--- src/sv/hrtf_pkg.sv ---
// Shared types, codes and helper functions of the H.265 RTP temporal layer filter.
package hrtf_pkg;

    localparam logic [11:0] MAX_PAYLOAD = 12'd4095;

    typedef enum logic [2:0] {
        V_OK          = 3'd0,
        V_EMPTY       = 3'd1,
        V_ABOVE_LAYER = 3'd2,
        V_BAD_HEADER  = 3'd3,
        V_CONTROL     = 3'd4,
        V_BAD_AGGR    = 3'd5,
        V_SHORT_FRAG  = 3'd6,
        V_NO_INTRA    = 3'd7
    } t_verdict;

    typedef enum logic [1:0] {
        KIND_SINGLE = 2'd0,
        KIND_AGGR   = 2'd1,
        KIND_FRAG   = 2'd2,
        KIND_CTRL   = 2'd3
    } t_kind;

    typedef enum logic [2:0] {
        PH_SIZE_HI   = 3'd0,
        PH_SIZE_LO   = 3'd1,
        PH_UNIT_HDR  = 3'd2,
        PH_UNIT_DATA = 3'd3,
        PH_DONE      = 3'd4
    } t_aggr_phase;

    localparam logic [5:0] TYPE_AGGR     = 6'd48;
    localparam logic [5:0] TYPE_FRAG     = 6'd49;
    localparam logic [5:0] TYPE_CTRL_LO  = 6'd35;
    localparam logic [5:0] TYPE_CTRL_HI  = 6'd38;

    typedef struct packed {
        logic       marker;
        logic [2:0] tid;
        logic       bsync;
        logic       indep;
        logic       sof;
        logic       has_marks;
    } t_sideband;

    typedef struct packed {
        logic [7:0]  data_byte;
        logic        first;
        logic        last;
        logic [11:0] packet_length;
        t_sideband   sideband;
    } t_in_item;

    // Parser status after the current byte.
    typedef struct packed {
        logic [11:0] total;
        logic [11:0] bytes_left;
        t_kind       kind;
        logic        seen_intra;
        t_verdict    error_code;
    } t_parse_stat;

    function automatic logic type_is_intra(input logic [5:0] t);
        type_is_intra = ((t >= 6'd16) && (t <= 6'd23)) || ((t >= 6'd32) && (t <= 6'd34));
    endfunction

    function automatic t_kind classify(input logic [5:0] t);
        if (t == TYPE_AGGR) begin
            classify = KIND_AGGR;
        end else if (t == TYPE_FRAG) begin
            classify = KIND_FRAG;
        end else if ((t >= TYPE_CTRL_LO) && (t <= TYPE_CTRL_HI)) begin
            classify = KIND_CTRL;
        end else begin
            classify = KIND_SINGLE;
        end
    endfunction

endpackage

--- src/sv/hevc_rtp_temporal_layer_filter_core.sv ---
// Top level of the H.265 RTP temporal layer filter: input stage, decision, result register.
//
//  channel   direction  handshake                     payload
//  input     in         i_in_valid / o_in_stall       one payload byte plus packet sideband
//  result    out        o_out_valid / i_out_stall     forward, marker, verdict, active layer
//  config    in         APB psel/penable/pwrite       target temporal layer at address 0
//
// Flow: one transaction per cycle while no held result stalls the input; the last byte
//   of a packet passes the input register, then the result register, before its result is valid.
// The only loop is the per-byte parser state update, one byte per cycle unless the input stalls.
// Stalls: a held result blocks only an item in the input register that closes a packet;
//   payload bytes that close nothing keep flowing.
// Reset: synchronous, active low; clears the layer, the target and all handshakes, and arms the intra wait.
module hevc_rtp_temporal_layer_filter_core
    import hrtf_pkg::*;
(
    input  logic        i_clk,
    input  logic        i_rst_n,
    // input channel
    input  logic        i_in_valid,
    output logic        o_in_stall,
    input  logic [7:0]  i_data_byte,
    input  logic        i_first_of_packet,
    input  logic        i_last_of_packet,
    input  logic [11:0] i_packet_length,
    input  logic        i_has_frame_marks,
    input  logic        i_mark_start_of_frame,
    input  logic        i_mark_independent,
    input  logic        i_mark_base_sync,
    input  logic [2:0]  i_mark_temporal_id,
    input  logic        i_rtp_marker,
    // result channel
    output logic        o_out_valid,
    input  logic        i_out_stall,
    output logic        o_forward,
    output logic        o_marker_out,
    output logic [2:0]  o_verdict,
    output logic [2:0]  o_active_layer_out,
    // configuration port
    input  logic        psel,
    input  logic        penable,
    input  logic        pwrite,
    input  logic [2:0]  paddr,
    input  logic [31:0] pwdata,
    output logic [31:0] prdata,
    output logic        pready
);

    // Configuration register.
    logic [2:0] r_target;

    // Input register.
    logic       r_in_valid;
    t_in_item   r_in;

    // Packet and stream state.
    logic       r_open;
    logic       n_open;
    t_sideband  r_held;
    logic [2:0] r_active;
    logic [2:0] n_active;
    logic       r_awaiting;
    logic       n_awaiting;

    // Result register.
    logic       r_out_valid;
    logic       r_forward;
    logic       r_marker;
    t_verdict   r_verdict;
    logic [2:0] r_layer;

    logic        w_in_fire;
    logic        w_open_eff;
    logic        w_closes;
    logic        w_out_hold;
    logic        w_proc;
    logic        w_step;
    logic        w_res_fire;
    logic [11:0] w_len_sat;
    t_sideband   w_sb;
    t_parse_stat w_stat;
    t_verdict    w_verdict;
    logic        w_intra;
    logic [2:0]  w_cur;
    logic        w_cfg_wr;

    // ---------------- configuration ----------------
    assign pready   = 1'b1;
    assign w_cfg_wr = psel && penable && pwrite && pready && (paddr[2] == 1'b0);
    assign prdata   = (paddr[2] == 1'b0) ? {29'd0, r_target} : 32'd0;

    always_ff @(posedge i_clk) begin
        if (!i_rst_n) begin
            r_target <= 3'd0;
        end else if (w_cfg_wr) begin
            r_target <= pwdata[2:0];
        end
    end

    // ---------------- input stage ----------------
    // The item in the input register is processed unless it closes a packet
    // while the result register is still held.
    assign w_open_eff = r_in.first || r_open;
    assign w_closes   = w_open_eff && r_in.last;
    assign w_out_hold = r_out_valid && i_out_stall;
    assign w_proc     = r_in_valid && !(w_closes && w_out_hold);
    assign w_step     = w_proc && w_open_eff;
    assign w_res_fire = w_proc && w_closes;
    assign o_in_stall = r_in_valid && !w_proc;
    assign w_in_fire  = i_in_valid && !o_in_stall;

    always_ff @(posedge i_clk) begin
        if (!i_rst_n) begin
            r_in_valid <= 1'b0;
        end else if (w_in_fire) begin
            r_in_valid <= 1'b1;
        end else if (w_proc) begin
            r_in_valid <= 1'b0;
        end
    end

    always_ff @(posedge i_clk) begin
        if (w_in_fire) begin
            r_in.data_byte          <= i_data_byte;
            r_in.first              <= i_first_of_packet;
            r_in.last               <= i_last_of_packet;
            r_in.packet_length      <= i_packet_length;
            r_in.sideband.has_marks <= i_has_frame_marks;
            r_in.sideband.sof       <= i_mark_start_of_frame;
            r_in.sideband.indep     <= i_mark_independent;
            r_in.sideband.bsync     <= i_mark_base_sync;
            r_in.sideband.tid       <= i_mark_temporal_id;
            r_in.sideband.marker    <= i_rtp_marker;
        end
    end

    // Clamp the declared length to the payload limit.
    assign w_len_sat = (r_in.packet_length > MAX_PAYLOAD) ? MAX_PAYLOAD : r_in.packet_length;

    hrtf_parse u_parse (
        .i_clk   (i_clk),
        .i_rst_n (i_rst_n),
        .i_step  (w_step),
        .i_first (r_in.first),
        .i_len   (w_len_sat),
        .i_byte  (r_in.data_byte),
        .o_stat  (w_stat)
    );

    // Sideband is sampled on the first item and held for the packet.
    assign w_sb = r_in.first ? r_in.sideband : r_held;

    // ---------------- packet decision ----------------
    always_comb begin
        n_active   = r_active;
        n_awaiting = r_awaiting;
        w_verdict  = V_OK;
        w_intra    = 1'b0;
        w_cur      = r_active;
        if (w_stat.total == 12'd0) begin
            w_verdict = V_EMPTY;
        end else if (w_sb.has_marks) begin
            // Frame marks: move the layer up on a base-sync start of frame,
            // drop back to the target on a marked packet.
            w_intra = w_sb.sof && w_sb.indep;
            if (r_target > r_active) begin
                if (w_sb.bsync && w_sb.sof && (w_sb.tid > r_active) &&
                    (w_sb.tid <= r_target)) begin
                    n_active = w_sb.tid;
                    w_cur    = w_sb.tid;
                end
            end else if (r_target < r_active) begin
                if (w_sb.marker) begin
                    n_active = r_target;
                end
            end
            if (w_cur < w_sb.tid) begin
                w_verdict = V_ABOVE_LAYER;
            end
        end else begin
            if ((w_stat.bytes_left != 12'd0) || (w_stat.total < 12'd2)) begin
                w_verdict = V_BAD_HEADER;
            end else if (w_stat.kind == KIND_CTRL) begin
                w_verdict = V_CONTROL;
            end else if ((w_stat.kind == KIND_FRAG) && (w_stat.total < 12'd3)) begin
                w_verdict = V_SHORT_FRAG;
            end else if ((w_stat.kind == KIND_AGGR) && (w_stat.error_code != V_OK)) begin
                w_verdict = w_stat.error_code;
            end
            w_intra = w_stat.seen_intra;
        end
        // Hold everything back until the first intra packet.
        if ((w_verdict == V_OK) && r_awaiting) begin
            if (!w_intra) begin
                w_verdict = V_NO_INTRA;
            end else begin
                n_awaiting = 1'b0;
            end
        end
    end

    // Advance the open-packet flag: open on first, close on last.
    assign n_open = w_proc ? (w_open_eff && !r_in.last) : r_open;

    always_ff @(posedge i_clk) begin
        if (!i_rst_n) begin
            r_open     <= 1'b0;
            r_active   <= 3'd0;
            r_awaiting <= 1'b1;
        end else begin
            r_open <= n_open;
            if (w_res_fire) begin
                r_active   <= n_active;
                r_awaiting <= n_awaiting;
            end
        end
    end

    always_ff @(posedge i_clk) begin
        if (w_proc && r_in.first) begin
            r_held <= r_in.sideband;
        end
    end

    // ---------------- result register ----------------
    always_ff @(posedge i_clk) begin
        if (!i_rst_n) begin
            r_out_valid <= 1'b0;
        end else if (w_res_fire) begin
            r_out_valid <= 1'b1;
        end else if (!i_out_stall) begin
            r_out_valid <= 1'b0;
        end
    end

    always_ff @(posedge i_clk) begin
        if (w_res_fire) begin
            r_forward <= (w_verdict == V_OK);
            r_marker  <= (w_verdict == V_OK) && w_sb.marker;
            r_verdict <= w_verdict;
            r_layer   <= n_active;
        end
    end

    assign o_out_valid        = r_out_valid;
    assign o_forward          = r_forward;
    assign o_marker_out       = r_marker;
    assign o_verdict          = r_verdict;
    assign o_active_layer_out = r_layer;

`ifndef SYNTHESIS
    // A marker is only passed on a forwarded packet.
    a_marker_needs_fwd: assert property (@(posedge i_clk) disable iff (!i_rst_n)
        (o_out_valid && o_marker_out) |-> o_forward)
        else $error("marker out on a dropped packet");

    // A closing item must wait while the result register is held.
    a_close_waits: assert property (@(posedge i_clk) disable iff (!i_rst_n)
        (r_in_valid && w_closes && r_out_valid && i_out_stall) |-> o_in_stall)
        else $error("closing item taken while result held");

    // The active layer moves only when a packet closes.
    a_layer_on_close: assert property (@(posedge i_clk) disable iff (!i_rst_n)
        !w_res_fire |=> $stable(r_active))
        else $error("active layer changed without a result");

    // Once an intra packet has passed, the wait never comes back.
    a_intra_sticky: assert property (@(posedge i_clk) disable iff (!i_rst_n)
        !r_awaiting |=> !r_awaiting)
        else $error("intra wait set again");
`endif

endmodule

--- src/sv/hrtf_parse.sv ---
// Payload byte parser: unit type, fragment and aggregation walk, length errors.
module hrtf_parse
    import hrtf_pkg::*;
(
    input  logic        i_clk,
    input  logic        i_rst_n,
    input  logic        i_step,
    input  logic        i_first,
    input  logic [11:0] i_len,
    input  logic [7:0]  i_byte,
    output t_parse_stat o_stat
);

    logic [1:0]  r_pos,   n_pos,   e_pos;
    logic [11:0] r_total, n_total, e_total;
    logic [11:0] r_left,  n_left,  e_left;
    t_kind       r_kind,  n_kind,  e_kind;
    logic        r_seen,  n_seen,  e_seen;
    t_verdict    r_err,   n_err,   e_err;
    logic [11:0] r_usize, n_usize, e_usize;
    logic [7:0]  r_shi,   n_shi,   e_shi;
    t_aggr_phase r_phase, n_phase, e_phase;

    logic        w_eat;
    logic        w_aggr_on;
    logic [15:0] w_size;
    logic [15:0] w_rem_m1;
    logic        w_size_bad;
    logic        w_size_one;
    logic [11:0] w_usize_dec;
    logic [5:0]  w_hdr_type;

    // Start fresh on the first item of a packet.
    always_comb begin
        if (i_first) begin
            e_pos   = 2'd0;
            e_total = i_len;
            e_left  = i_len;
            e_kind  = KIND_SINGLE;
            e_seen  = 1'b0;
            e_err   = V_OK;
            e_usize = 12'd0;
            e_shi   = 8'd0;
            e_phase = PH_SIZE_HI;
        end else begin
            e_pos   = r_pos;
            e_total = r_total;
            e_left  = r_left;
            e_kind  = r_kind;
            e_seen  = r_seen;
            e_err   = r_err;
            e_usize = r_usize;
            e_shi   = r_shi;
            e_phase = r_phase;
        end
    end

    assign w_eat       = (e_left != 12'd0);
    assign w_aggr_on   = (e_kind == KIND_AGGR) && e_pos[1] && (e_err == V_OK);
    assign w_size      = {e_shi, i_byte};
    assign w_rem_m1    = {4'd0, e_left - 12'd1};
    assign w_size_bad  = (w_size == 16'd0) || (w_size > w_rem_m1);
    assign w_size_one  = (w_size == 16'd1);
    assign w_usize_dec = e_usize - 12'd1;
    assign w_hdr_type  = i_byte[6:1];

    // Aggregation walk: next phase.
    always_comb begin
        n_phase = e_phase;
        if (w_eat && w_aggr_on) begin
            unique case (e_phase)
                PH_SIZE_HI: begin
                    n_phase = (e_left > 12'd2) ? PH_SIZE_LO : PH_DONE;
                end
                PH_SIZE_LO: begin
                    if (!w_size_bad && !w_size_one) begin
                        n_phase = PH_UNIT_HDR;
                    end
                end
                PH_UNIT_HDR, PH_UNIT_DATA: begin
                    n_phase = (w_usize_dec == 12'd0) ? PH_SIZE_HI : PH_UNIT_DATA;
                end
                default: n_phase = e_phase;
            endcase
        end
    end

    // Byte effects on the packet state.
    always_comb begin
        n_pos   = e_pos;
        n_total = e_total;
        n_left  = e_left;
        n_kind  = e_kind;
        n_seen  = e_seen;
        n_err   = e_err;
        n_usize = e_usize;
        n_shi   = e_shi;
        if (w_eat) begin
            n_pos  = (e_pos == 2'd3) ? e_pos : e_pos + 2'd1;
            n_left = e_left - 12'd1;
            if (e_pos == 2'd0) begin
                n_kind = classify(w_hdr_type);
                if ((classify(w_hdr_type) == KIND_SINGLE) && type_is_intra(w_hdr_type)) begin
                    n_seen = 1'b1;
                end
            end else if ((e_kind == KIND_FRAG) && (e_pos == 2'd2)) begin
                if (i_byte[7] && type_is_intra(i_byte[5:0])) begin
                    n_seen = 1'b1;
                end
            end else if (w_aggr_on) begin
                case (e_phase)
                    PH_SIZE_HI: begin
                        if (e_left > 12'd2) begin
                            n_shi = i_byte;
                        end
                    end
                    PH_SIZE_LO: begin
                        if (w_size_bad) begin
                            n_err = V_BAD_AGGR;
                        end else if (w_size_one) begin
                            n_err = V_BAD_HEADER;
                        end else begin
                            n_usize = w_size[11:0];
                        end
                    end
                    PH_UNIT_HDR: begin
                        if (type_is_intra(w_hdr_type)) begin
                            n_seen = 1'b1;
                        end
                        n_usize = w_usize_dec;
                    end
                    PH_UNIT_DATA: begin
                        n_usize = w_usize_dec;
                    end
                    default: ;
                endcase
            end
        end
    end

    always_ff @(posedge i_clk) begin
        if (!i_rst_n) begin
            r_pos   <= 2'd0;
            r_total <= 12'd0;
            r_left  <= 12'd0;
            r_kind  <= KIND_SINGLE;
            r_seen  <= 1'b0;
            r_err   <= V_OK;
            r_phase <= PH_SIZE_HI;
        end else if (i_step) begin
            r_pos   <= n_pos;
            r_total <= n_total;
            r_left  <= n_left;
            r_kind  <= n_kind;
            r_seen  <= n_seen;
            r_err   <= n_err;
            r_phase <= n_phase;
        end
    end

    always_ff @(posedge i_clk) begin
        if (i_step) begin
            r_usize <= n_usize;
            r_shi   <= n_shi;
        end
    end

    assign o_stat = '{total:      n_total,
                      bytes_left: n_left,
                      kind:       n_kind,
                      seen_intra: n_seen,
                      error_code: n_err};

endmodule

--- config.mk ---
export PLATFORM = sky130hd
export DESIGN_NAME = hevc_rtp_temporal_layer_filter_core
export DESIGN_NICKNAME = d
export VERILOG_FILES = /design/src/sv/hrtf_pkg.sv /design/src/sv/hevc_rtp_temporal_layer_filter_core.sv /design/src/sv/hrtf_parse.sv
export SDC_FILE = /design/constraint.sdc
export NUM_CORES = 1
export LEC_CHECK = 0
export ABC_CLOCK_PERIOD_IN_PS = 10200
export BUFFER_PORTS_ARGS = -buffer_cell sky130_fd_sc_hd__buf_2
export CAP_MARGIN = 0
export CORE_MARGIN = 2
export CORE_UTILIZATION = 55
export DETAILED_ROUTE_END_ITERATION = 8
export GPL_ROUTABILITY_DRIVEN = 0
export PLACE_DENSITY = 0.8
export SLEW_MARGIN = 20
export SYNTH_ARGS = -nofsm -noshare
export SYNTH_HDL_FRONTEND = slang
export SYNTH_SLANG_ARGS = --single-unit
--- constraint.sdc ---
create_clock -name i_clk -period 10.2 [get_ports i_clk]
set_input_delay 1.02 -clock i_clk [delete_from_list [all_inputs] [get_ports i_clk]]
set_output_delay 1.02 -clock i_clk [all_outputs]
set_load 0.05 [all_outputs]
==> out/qor.yml, run 1 <==
logic_synthesis:
  yosysSeqAreaShare_pct: 41.5
  syn-mean-instance-area_um2: 9.30
  synthArstFlopShare_pct: 0
  synth-edff-count: 66
  synth_seq_cells: 111
  synthFlopType: "edfxtp_1"
  synth_area_um2: 6950
  ys_warn_count: 0
  synthCells: 747
  ys_types: 89
worst_hold_path:
  hold_start: "r_in[6]"
  hold_class: "register to register"
floorplanning:
  die_area_um2: 13600
  core_region_area_um2: 12500
  die_x_um: 116
  ios: 115
  row_count: 41
  start_util_pct: 55.8
  die_h_um: 116
outcome:
  status: "completed"
job:
  maxCapViolations: 0
setup_path:
  worstReg2RegStart: "r_in[21]"
  worstPathArrival_ns: 5.92
  path_class: "register to register"
  cp_max_fo: 63
  startpoint: "r_in[21]"
  required_ns: 10.44
  worstPathCellList: "buf_4, nor4b_4, a22oi_4, nor3_4, nand2_1, nor2_1, xor2_1, mux2i_1, ha_1, and4_1, nand2_1, nor3_1, inv_1, a21oi_2, a211o_1, a21o_1, nand3_2, o32a_1"
  crit_top_cell: "nand2_1"
  regToRegSetupSlack_ns: 4.52
  cp_slowest_stage_delay_ns: 0.73
  end_kind: "register"
  crit_path_start_kind: "register"
  crit_slowest_cell: "edfxtp_1"
sta:
  finalSetupViolCount: 0
  fin_setup_tns_ns: 0
  fmax_ghz: 0.176
  rsz0062_at_grt: "false"
  fin_crit_sh_pct: 55.7
  final_hold_viol_count: 0
  worst_pin_slew_ns: 1.03
  fin_skew_ns: 0.00698
  period_minus_slack_ns: 5.68
  finalWorstSetupSlack_ns: 4.52
  slew_violations: 0
  slew-limit-headroom_pct: 31.0
placed_design:
  place_area_um2: 7180
  pre_cts_ws_ns: 4.35
  port_buffers: 53
  hpwl_um: 11100
pwr:
  finalPower_mw: 1.06
  vdd_drop_max_uv: 116
  clock_power_share_pct: 34.8
  pwr_density_cell_nw_per_um2: 141
  p_sw_share_pct: 28.3
  power_leakage_nw: 2.88
  comb_power_share_pct: 16.7
  power.share.sequential_pct: 48.4
  p_sw_mw: 0.299
  intPower_mw: 0.759
final_layout:
  drive_gt1_share_pct: 15.3
  area_growth_pct: 7.99
  most-common-layout-cells: "nand2_1, nor2_1, edfxtp_1, a21oi_1, buf_2"
  layout_commonest_cell: "nand2_1"
  final_util_pct: 60.2
  diodes: 0
  stdcell_area_um2: 7510
  finalNetCount: 879
  nFillCells: 1018
routing:
  drc_errors: 0
  drt_iter0_drc: 471
  first_pass_iters: 8
  avgViaCountPerCell: 5.97
  wire_per_inst_um: 16.7
  drtAntennaViolNets: 0
  wl_um: 16000
  route.vias.total: 5719
clock_network:
  max-clock-path-buffers: 2
  cts_tree: "yes"
  cts_root_buffer: "clkbuf_16"
  clk_pin_slew_ns: 0.07
  cts_resized: 0
  insertion_delay_ns: 0.35
  cts_buffers: 9
  clock-sinks: 111
  cts_setup_buffers: 0
  ctsHtreeMaxLevel: 3
  cts_hold_buf: 0
grt:
  gr-total-overflow: 0
  grt_max_degree: 64
  grt_pass1_wl_um: 25900
  grt_usage_pct: 24.0
  grt_pass1_vias: 5436
  grt_antenna_before_repair: 0
-- path summary, 6_finish.rpt --
check / depth (start not counted) / endpoint
worst max-delay path: 18 / r_awaiting
worst min-delay path: 0 / r_held[6]
worst max register to register: 18 / r_awaiting
worst min register to register: 0 / r_held[6]
-- through the flow --
stage,std cells,hold WS (ns)
floorplan,775,0.419
global placement,942,0.428
detailed placement,942,0.428
CTS,958,0.444
global route,958,0.456
finish,958,0.452
-- power by group through the flow --
stage | clock network (mW) | logic, mW | registers [mW]
CTS | 0.373 | 0.175 | 0.511
global route | 0.389 | 0.194 | 0.514
floorplan | 0 | 0.148 | 0.516
finish | 0.368 | 0.177 | 0.512
detailed placement | 0 | 0.174 | 0.521
global placement | 0 | 0.167 | 0.521
-- logic make-up after synthesis --
group / share of synthesized area, %
mux: 4.75
compound gates: 18.2
buf+inv: 7.04
flops: 41.5
other cells: 0.108
fa+ha+maj: 4.68
simple gates: 21.5
xor+xnor: 2.27
-- state kept, by name, summed over array words and instances (netlist names) --
name / count
r_target: 3
u_parse.r_shi: 8
o_marker_out: 1
u_parse.r_total: 12
r_in: 30
o_forward: 1
u_parse.r_phase: 3
r_open: 1
u_parse.r_usize: 12
o_active_layer_out: 3
u_parse.r_err: 3
o_out_valid: 1
r_held: 8
r_in_valid: 1
r_awaiting: 1
o_verdict: 3
r_active: 3
u_parse.r_seen: 1
u_parse.r_pos: 2
u_parse.r_kind: 2
u_parse.r_left: 12
-- synthesized netlist by cell type (all sizes together), types with 6 or more instances --
| master | n | area (um^2) |
|---|---|---|
| o22ai | 14 | 108 |
| inv | 25 | 93.8 |
| a21o | 9 | 67.6 |
| mux2 | 13 | 146 |
| a2bb2oi | 6 | 58.8 |
| mux2i | 18 | 184 |
| nor2 | 82 | 315 |
| nand3 | 13 | 70.1 |
| o31ai | 6 | 77.6 |
| clkbuf | 20 | 75.1 |
| nand2b | 6 | 37.5 |
| xor2 | 9 | 78.8 |
| edfxtp | 66 | 1980 |
| nand2 | 83 | 312 |
| ha | 26 | 325 |
| o21ai | 25 | 133 |
| a31oi | 7 | 43.8 |
| buf | 43 | 317 |
| xnor2 | 9 | 78.8 |
| nor2b | 20 | 125 |
| a22oi | 9 | 81.3 |
| o21a | 9 | 75.1 |
| dfxtp | 45 | 901 |
| a21oi | 59 | 295 |
| nor3 | 31 | 186 |
| nor4 | 12 | 87.6 |
| nor4b | 7 | 82.6 |
-- layout make-up --
cell class	instances	area [um^2]	share of cell area (%)
well taps	172	215	2.87
multi-input cells	575	3690	49.2
clock inverters	5	65.1	0.867
flip-flops and latches	111	2880	38.4
clock buffers	11	253	3.37
repair buffers	58	303	4.03
inverters	26	97.6	1.30
-- per-layer routing --
metal | GRT usage [%] | share of wire [%] | up-vias
li1 | - | - | 2738
met1 | 30.6 | 42 | 2731
met2 | 40.7 | 50 | 207
met3 | 3.01 | 4.6 | 43
met4 | 11.7 | 3.4 | 0
met5 | 0 | 0 | -
-- worst max-delay path: cells and delay by family, from the launching register on --
family                   cells  cell delay, ns
AND/OR/NAND/NOR              8            1.87
flip-flops                   1            0.73
adder cells (fa/ha/maj)      1            0.34
AO/OA/AOI/OAI                5            1.54
buffers and inverters        2            0.77
multiplexers                 1            0.14
XOR/XNOR                     1            0.17
Note: power is estimated with default switching activity, not from simulation.
==> run 2, diff against run 1 <==
--- a/config.mk
+++ b/config.mk
@@ -5,14 +5,15 @@
 export SDC_FILE = /design/constraint.sdc
 export NUM_CORES = 1
 export LEC_CHECK = 0
-export ABC_CLOCK_PERIOD_IN_PS = 10200
+export ABC_AREA = 1
+export ABC_CLOCK_PERIOD_IN_PS = 4700
 export BUFFER_PORTS_ARGS = -buffer_cell sky130_fd_sc_hd__buf_2
 export CAP_MARGIN = 0
 export CORE_MARGIN = 2
-export CORE_UTILIZATION = 55
+export CORE_UTILIZATION = 52
 export DETAILED_ROUTE_END_ITERATION = 8
 export GPL_ROUTABILITY_DRIVEN = 0
-export PLACE_DENSITY = 0.8
+export PLACE_DENSITY = 0.79
 export SLEW_MARGIN = 20
 export SYNTH_ARGS = -nofsm -noshare
 export SYNTH_HDL_FRONTEND = slang
==> constraint.sdc (replaced) <==
create_clock -name i_clk -period 4.7 [get_ports i_clk]
set_input_delay 0.47 -clock i_clk [delete_from_list [all_inputs] [get_ports i_clk]]
set_output_delay 0.47 -clock i_clk [all_outputs]
set_load 0.05 [all_outputs]
==> out/qor.yml, run 2 <==
clock_network:
  cts_resized: 0  # unchanged
  max-clock-path-buffers: 2  # unchanged
  cts_root_buffer: "clkbuf_16"
  cts_hold_buf: 0  # unchanged
  ctsHtreeMaxLevel: 3  # unchanged
  insertion_delay_ns: 0.36  # about the same
  clock-sinks: 111  # unchanged
  cts_tree: "yes"
  cts_buffers: 9  # unchanged
  clk_pin_slew_ns: 0.08  # about the same
  cts_setup_buffers: 0  # unchanged
outcome:
  status: "completed"
floorplanning:
  die_h_um: 120  # +2.7%
  die_x_um: 120  # +2.7%
  row_count: 42  # +2.4%
  core_region_area_um2: 13100  # +5.4%
  start_util_pct: 52.9  # -2.9 points
  ios: 115  # unchanged
  die_area_um2: 14300  # +5.5%
logic_synthesis:
  syn-mean-instance-area_um2: 7.58  # -19%
  netlist_top_cells_area: "edfxtp_1, dfxtp_1, nand2_1, inv_1, o21ai_0"
  synth_seq_cells: 111  # unchanged
  synthCells: 916  # +23%
  synthSimpleGateAreaFrac_pct: 25.7  # +4.2 points
  synth.area.mux_share_pct: 0.288  # -4.5 points
  ys_warn_count: 0  # unchanged
  synth_compound_area_share_pct: 14.3  # -3.9 points
  yosysTopAreaCellShare_pct: 28.5  # about the same
  yosysMostFrequentCell: "nand2_1"
  synthArstFlopShare_pct: 0  # unchanged
  synth_top_area_cell: "edfxtp_1"
  synth-edff-count: 66  # unchanged
  synth_top_family_by_area: "simple AND/OR/NAND/NOR gates"
  ys_types: 45  # -49%
  synthAdderAreaFrac_pct: 4.68  # about the same
  yosysSeqAreaShare_pct: 41.5  # about the same
  synthFlopType: "edfxtp_1"
  synthXorXnorAreaFrac_pct: 1.26  # -1.0 points
  synth_common_cells: "nand2_1, inv_1, o21ai_0, nor2_1, edfxtp_1"
  synth_area_um2: 6950  # about the same
sta:
  fin_setup_tns_ns: 0  # unchanged
  final_hold_viol_count: 0  # unchanged
  slew_violations: 0  # unchanged
  period_minus_slack_ns: 3.69  # -2.00 ns
  worst_pin_slew_ns: 0.974  # -0.0554 ns
  fmax_ghz: 0.271  # +54%
  fin_skew_ns: 0.0139  # +0.00691 ns
  slew-limit-headroom_pct: 35.0  # +4.0 points
  rsz0062_at_grt: "false"
  fin_crit_sh_pct: 78.4  # +23 points
  finalSetupViolCount: 0  # unchanged
final_layout:
  drive_gt1_share_pct: 11.9  # -3.3 points
  diodes: 0  # unchanged
  layout_commonest_cell: "nand2_1"
  regMostFlops: "r_in"
  most-common-layout-cells: "nand2_1, inv_1, o21ai_0, nor2_1, edfxtp_1"
  area_growth_pct: 7.93  # about the same
  instances_no_fill: 1140  # +19%
  finalNetCount: 1057  # +20%
  largest_reg_flops: 30  # unchanged
  nFillCells: 1222  # +20%
pwr:
  pwr_density_cell_nw_per_um2: 307  # +120%
  power_leakage_nw: 3.47  # +21%
  vdd_drop_max_uv: 225  # +94%
placed_design:
  port_buffers: 53  # unchanged
  dpl.cell_count: 1124  # +19%
  hpwl_um: 11300  # +1.3%
setup_path:
  path_class: "register to register"
  cp_slowest_stage_delay_ns: 0.41  # -0.32 ns
  worstPathCellList: "buf_4, o21ai_0, inv_1, ha_1, a21oi_1, o21ai_0, nand2_1, nand4_1, nor2_1, nand2_1, o21ai_0, inv_1, ha_1, nand3_1, nand3_1, o21ai_0, o21ai_2, nand3_1, nand2_1"
  critPathBufInv: 3  # +1
  startpoint: "r_in[21]"
  worstReg2RegStart: "r_in[21]"
  cp_max_fo: 47  # -25%
  worst_path_dominant_cell_family: "simple AND/OR/NAND/NOR gates"
  required_ns: 4.81  # -5.63 ns
  end_kind: "register"
  crit_top_cell: "o21ai_0"
  crit_path_start_kind: "register"
  worstPathArrival_ns: 3.80  # -2.12 ns
  crit_slowest_cell: "o21ai_0"
routing:
  wire_per_inst_um: 13.4  # -20%
  drt_iter0_drc: 443  # -5.9%
  drc_errors: 0  # unchanged
  route.vias.total: 5942  # +3.9%
  first_pass_iters: 7  # -1
  drtAntennaViolNets: 0  # unchanged
  avgViaCountPerCell: 5.21  # -13%
  wl_um: 15300  # -4.4%
grt:
  grt_antenna_before_repair: 0  # unchanged
  gr-total-overflow: 0  # unchanged
  grt_usage_pct: 21.8  # -2.3 points
  grt_max_degree: 48  # -25%
  grt_pass1_vias: 5334  # -1.9%
  grt_pass1_wl_um: 24900  # -3.8%
worst_hold_path:
  hold_class: "primary input to register"
  hold_start: "i_last_of_packet"
job:
  maxCapViolations: 0  # unchanged
## run 2: changes by cell type after synthesis, sizes merged, moves of 11 or more
cell	previous run	this run
o21ai	25	86
inv	25	126
nand2	83	236
nand4	4	15
mux2	13	0
mux2i	18	2
nor4	12	1
nor3	31	11
nor2b	20	0
nand3	13	43
## run 2: final cells by class
cell class / count / area [um^2] / area share, %
inverters: 126 / 473 / 6.31
well taps: 176 / 220 / 2.94
clock inverters: 6 / 66.3 / 0.885
multi-input cells: 653 / 3320 / 44.3
flip-flops and latches: 111 / 2880 / 38.5
clock buffers: 10 / 229 / 3.05
repair buffers: 58 / 303 / 4.04
## run 2: path summary, 6_finish.rpt
check	to	slack (ns)	cells after the start
worst max-delay path	o_verdict[1]	1.01	19
worst min register to register	u_parse.r_total[6]	0.45	2
worst max register to register	o_verdict[1]	1.01	19
worst min-delay path	r_in[20]	0.28	1
## run 2: metal layers
| metal | up-vias | routed length (um) | global-route usage [%] |
|---|---|---|---|
| met5 | - | 0 | 0 |
| met4 | 0 | 246 | 8.68 |
| met3 | 18 | 829 | 2.76 |
| met2 | 157 | 7200 | 35.5 |
| met1 | 2709 | 7010 | 29.5 |
| li1 | 3058 | - | - |
## run 2: logic make-up (layout without fill, tap and decap cells)
kind of cell	count (synthesis)	after routing
adder cells (fa/ha/maj)	26	26
flip-flops	111	111
other	2	30
multiplexers	2	2
AND/OR/NAND/NOR	403	403
XOR/XNOR	10	10
AO/OA/AOI/OAI	182	182
buffers and inverters	180	200
## run 2: power breakdown
part	switching, mW	internal [mW]
Clock	0.360	0.417
Combinational	0.303	0.122
Sequential	0.0234	1.08
Total	0.686	1.62
## run 2: through the flow
stage	instance area [um^2]	power [mW]	utilization (%)	hold WS, ns	setup slack (ns)
after CTS	7500	2.32	57.1	0.264	1.03
after global routing	7500	2.41	57.1	0.271	0.660
after global placement	7200	1.53	54.8	0.422	1.10
final	7500	2.30	57.1	0.278	1.01
after floorplan	7050	1.47	-	0.411	1.23
after detailed placement	7200	1.54	54.8	0.436	1.04
==> run 3, diff against run 2 <==
--- a/config.mk
+++ b/config.mk
@@ -6,14 +6,14 @@
 export NUM_CORES = 1
 export LEC_CHECK = 0
 export ABC_AREA = 1
-export ABC_CLOCK_PERIOD_IN_PS = 4700
+export ABC_CLOCK_PERIOD_IN_PS = 3820
 export BUFFER_PORTS_ARGS = -buffer_cell sky130_fd_sc_hd__buf_2
 export CAP_MARGIN = 0
 export CORE_MARGIN = 2
-export CORE_UTILIZATION = 52
+export CORE_UTILIZATION = 55
 export DETAILED_ROUTE_END_ITERATION = 8
 export GPL_ROUTABILITY_DRIVEN = 0
-export PLACE_DENSITY = 0.79
+export PLACE_DENSITY = 0.8
 export SLEW_MARGIN = 20
 export SYNTH_ARGS = -nofsm -noshare
 export SYNTH_HDL_FRONTEND = slang
==> constraint.sdc (replaced) <==
create_clock -name i_clk -period 3.82 [get_ports i_clk]
set_input_delay 0.382 -clock i_clk [delete_from_list [all_inputs] [get_ports i_clk]]
set_output_delay 0.382 -clock i_clk [all_outputs]
set_load 0.05 [all_outputs]
==> out/qor.yml, run 3 (synthesis gave the netlist of run 2 again) <==
final_layout:
  nFillCells: 1150  # -5.9%
  regMostFlops: "r_in"
  most-common-layout-cells: "nand2_1, inv_1, o21ai_0, nor2_1, edfxtp_1"
  largest_reg_flops: 30  # unchanged
  regArea_um2: 2880  # unchanged
  drive_gt1_share_pct: 13.4  # +1.5 points
  finalNetCount: 1063  # +0.57%
  area_growth_pct: 9.12
  stdcell_area_um2: 7580  # +1.1%
  multiInputGateArea_um2: 3340  # +0.53%
  diodes: 0  # unchanged
  layout_commonest_cell: "nand2_1"
routing:
  drc_errors: 0  # unchanged
  wl_met1_um: 7070  # +0.90%
  highest_layer: "met4"
  route.vias.total: 5975  # +0.56%
  wl_um: 15300  # +0.27%
  wl_met2_um: 7310  # +1.5%
  avgViaCountPerCell: 5.23  # +0.38%
  drt_iter0_drc: 370  # -16%
  wire_per_inst_um: 13.4  # about the same
  drtAntennaViolNets: 0  # unchanged
  first_pass_iters: 5  # -2
  wl_met3_um: 757  # -8.7%
setup_path:
  crit_top_cell: "o21ai_0"
  reg2regPathDepth: 20  # +1
  startpoint: "r_in[21]"
  regToRegSetupSlack_ns: 0.20  # -0.81 ns
  worst_path_dominant_cell_family: "simple AND/OR/NAND/NOR gates"
  path_class: "register to register"
  worstReg2RegStart: "r_in[21]"
  crit_slowest_cell: "edfxtp_1"
  required_ns: 3.93  # -0.88 ns
  crit_path_start_kind: "register"
  end_kind: "register"
  reg2reg_to: "o_verdict[0]"
  cp_max_fo: 17  # -64%
  cp.depth: 20  # +1
  cp-endpoint: "o_verdict[0]"
  worstPathArrival_ns: 3.73  # -0.07 ns
  worstPathCellList: "inv_2, or2_2, o21ai_0, inv_1, ha_1, a21oi_1, o21ai_0, nand2_1, nand4_1, nor2_2, nand2_1, o21ai_0, inv_1, ha_1, nand3_1, nand3_1, o21ai_0, o21ai_2, nand3_1, nand2_1"
  cp_slowest_stage_delay_ns: 0.45  # +0.04 ns
  critPathBufInv: 3  # unchanged
floorplanning:
  die_h_um: 116  # -2.7%
  row_count: 41  # -2.4%
  die_area_um2: 13500  # -5.3%
  start_util_pct: 55.7  # +2.8 points
  die_x_um: 116  # -2.7%
  core_region_area_um2: 12500  # -5.1%
  ios: 115  # unchanged
pwr:
  p_sw_mw: 0.891  # +30%
  vdd_drop_max_uv: 295  # +31%
  comb_power_share_pct: 18.8  # +0.3 points
  intPower_mw: 1.95  # +21%
  finalPower_mw: 2.84  # +24%
  power_leakage_nw: 3.51  # +1.0%
  clock_power_share_pct: 33.6  # -0.2 points
  power.share.sequential_pct: 47.6  # -0.2 points
  p_sw_share_pct: 31.4  # +1.6 points
  pwr_density_cell_nw_per_um2: 375  # +22%
sta:
  fin_skew_ns: 0.0101  # -0.00377 ns
  worst_pin_slew_ns: 0.820  # -0.154 ns
  slew-limit-headroom_pct: 45.1  # +10 points
  slew_violations: 0  # unchanged
  period_minus_slack_ns: 3.62  # -0.0670 ns
  final_hold_viol_count: 0  # unchanged
  fin_setup_tns_ns: 0  # unchanged
  holdWs_ns: 0.194  # -0.0844 ns
  finalSetupViolCount: 0  # unchanged
  fmax_ghz: 0.276  # +1.9%
  fin_crit_sh_pct: 94.7  # +16 points
grt:
  grt_pass1_vias: 5335  # +0.019%
  grt_usage_pct: 23.1  # +1.4 points
  grt_antenna_before_repair: 0  # unchanged
  grt_max_degree: 58  # +21%
  gr-total-overflow: 0  # unchanged
  grt_pass1_wl_um: 24900  # about the same
clock_network:
  max-clock-path-buffers: 2  # unchanged
  clock-sinks: 111  # unchanged
  cts_buffers: 9  # unchanged
  cts_tree: "yes"
  clk_pin_slew_ns: 0.08  # about the same
  insertion_delay_ns: 0.36  # about the same
  ctsHtreeMaxLevel: 3  # unchanged
  cts_hold_buf: 0  # unchanged
  cts_root_buffer: "clkbuf_16"
placed_design:
  place_area_um2: 7240  # +0.52%
  port_buffers: 53  # unchanged
  hpwl_um: 11300  # -0.15%
job:
  maxCapViolations: 0  # unchanged
worst_hold_path:
  hold_depth: 1  # unchanged
  hold_class: "primary input to register"
outcome:
  status: "completed"
run 3: final cells by class:
cell class | count | share of cell area, %
Inverter | 126 | 6.24
Multi-Input combinational cell | 653 | 44.1
Sequential cell | 111 | 38.0
Clock buffer | 9 | 2.97
Clock inverter | 7 | 1.09
Tap cell | 172 | 2.84
Timing Repair Buffer | 64 | 4.75
run 3: layer usage:
metal / GRT usage, % / vias to the layer above
li1: - / 3068
met1: 30.9 / 2732
met2: 39.3 / 157
met3: 4.00 / 18
met4: 5.79 / 0
met5: 0 / -
run 3: what timing repair did:
action / in CTS / in global routing
buffers inserted: 0 / 2
gates resized for setup: 0 / 7
endpoints found under the setup margin: 0 / 14
run 3: stage by stage:
stage / setup slack, ns / std cells / utilization, %
2_1_floorplan: 0.351 / 944 / -
3_3_place_gp: 0.300 / 1124 / 58.1
3_5_place_dp: 0.218 / 1124 / 58.1
4_1_cts: 0.144 / 1140 / 60.5
5_1_grt: -0.0779 / 1142 / 60.8
6_report: 0.202 / 1142 / 60.8
run 3: worst min path at each step:
stage | end | startpoint | slack [ns]
finish | r_in[7] | i_rtp_marker | 0.19
global route | r_in[7] | i_rtp_marker | 0.18
CTS | r_in[19] | i_packet_length[11] | 0.19
detailed placement | r_held[6] | r_in[6] | 0.44
global placement | r_awaiting | r_awaiting | 0.43
floorplan | r_awaiting | r_awaiting | 0.41
run 3: power groups by stage:
stage          registers (mW)  logic [mW]  clock network [mW]
2_1_floorplan            1.38       0.431                   0
3_3_place_gp             1.38       0.510                   0
3_5_place_dp             1.38       0.520                   0
4_1_cts                  1.35       0.525               0.972
5_1_grt                  1.36       0.607                1.01
6_report                 1.35       0.535               0.955
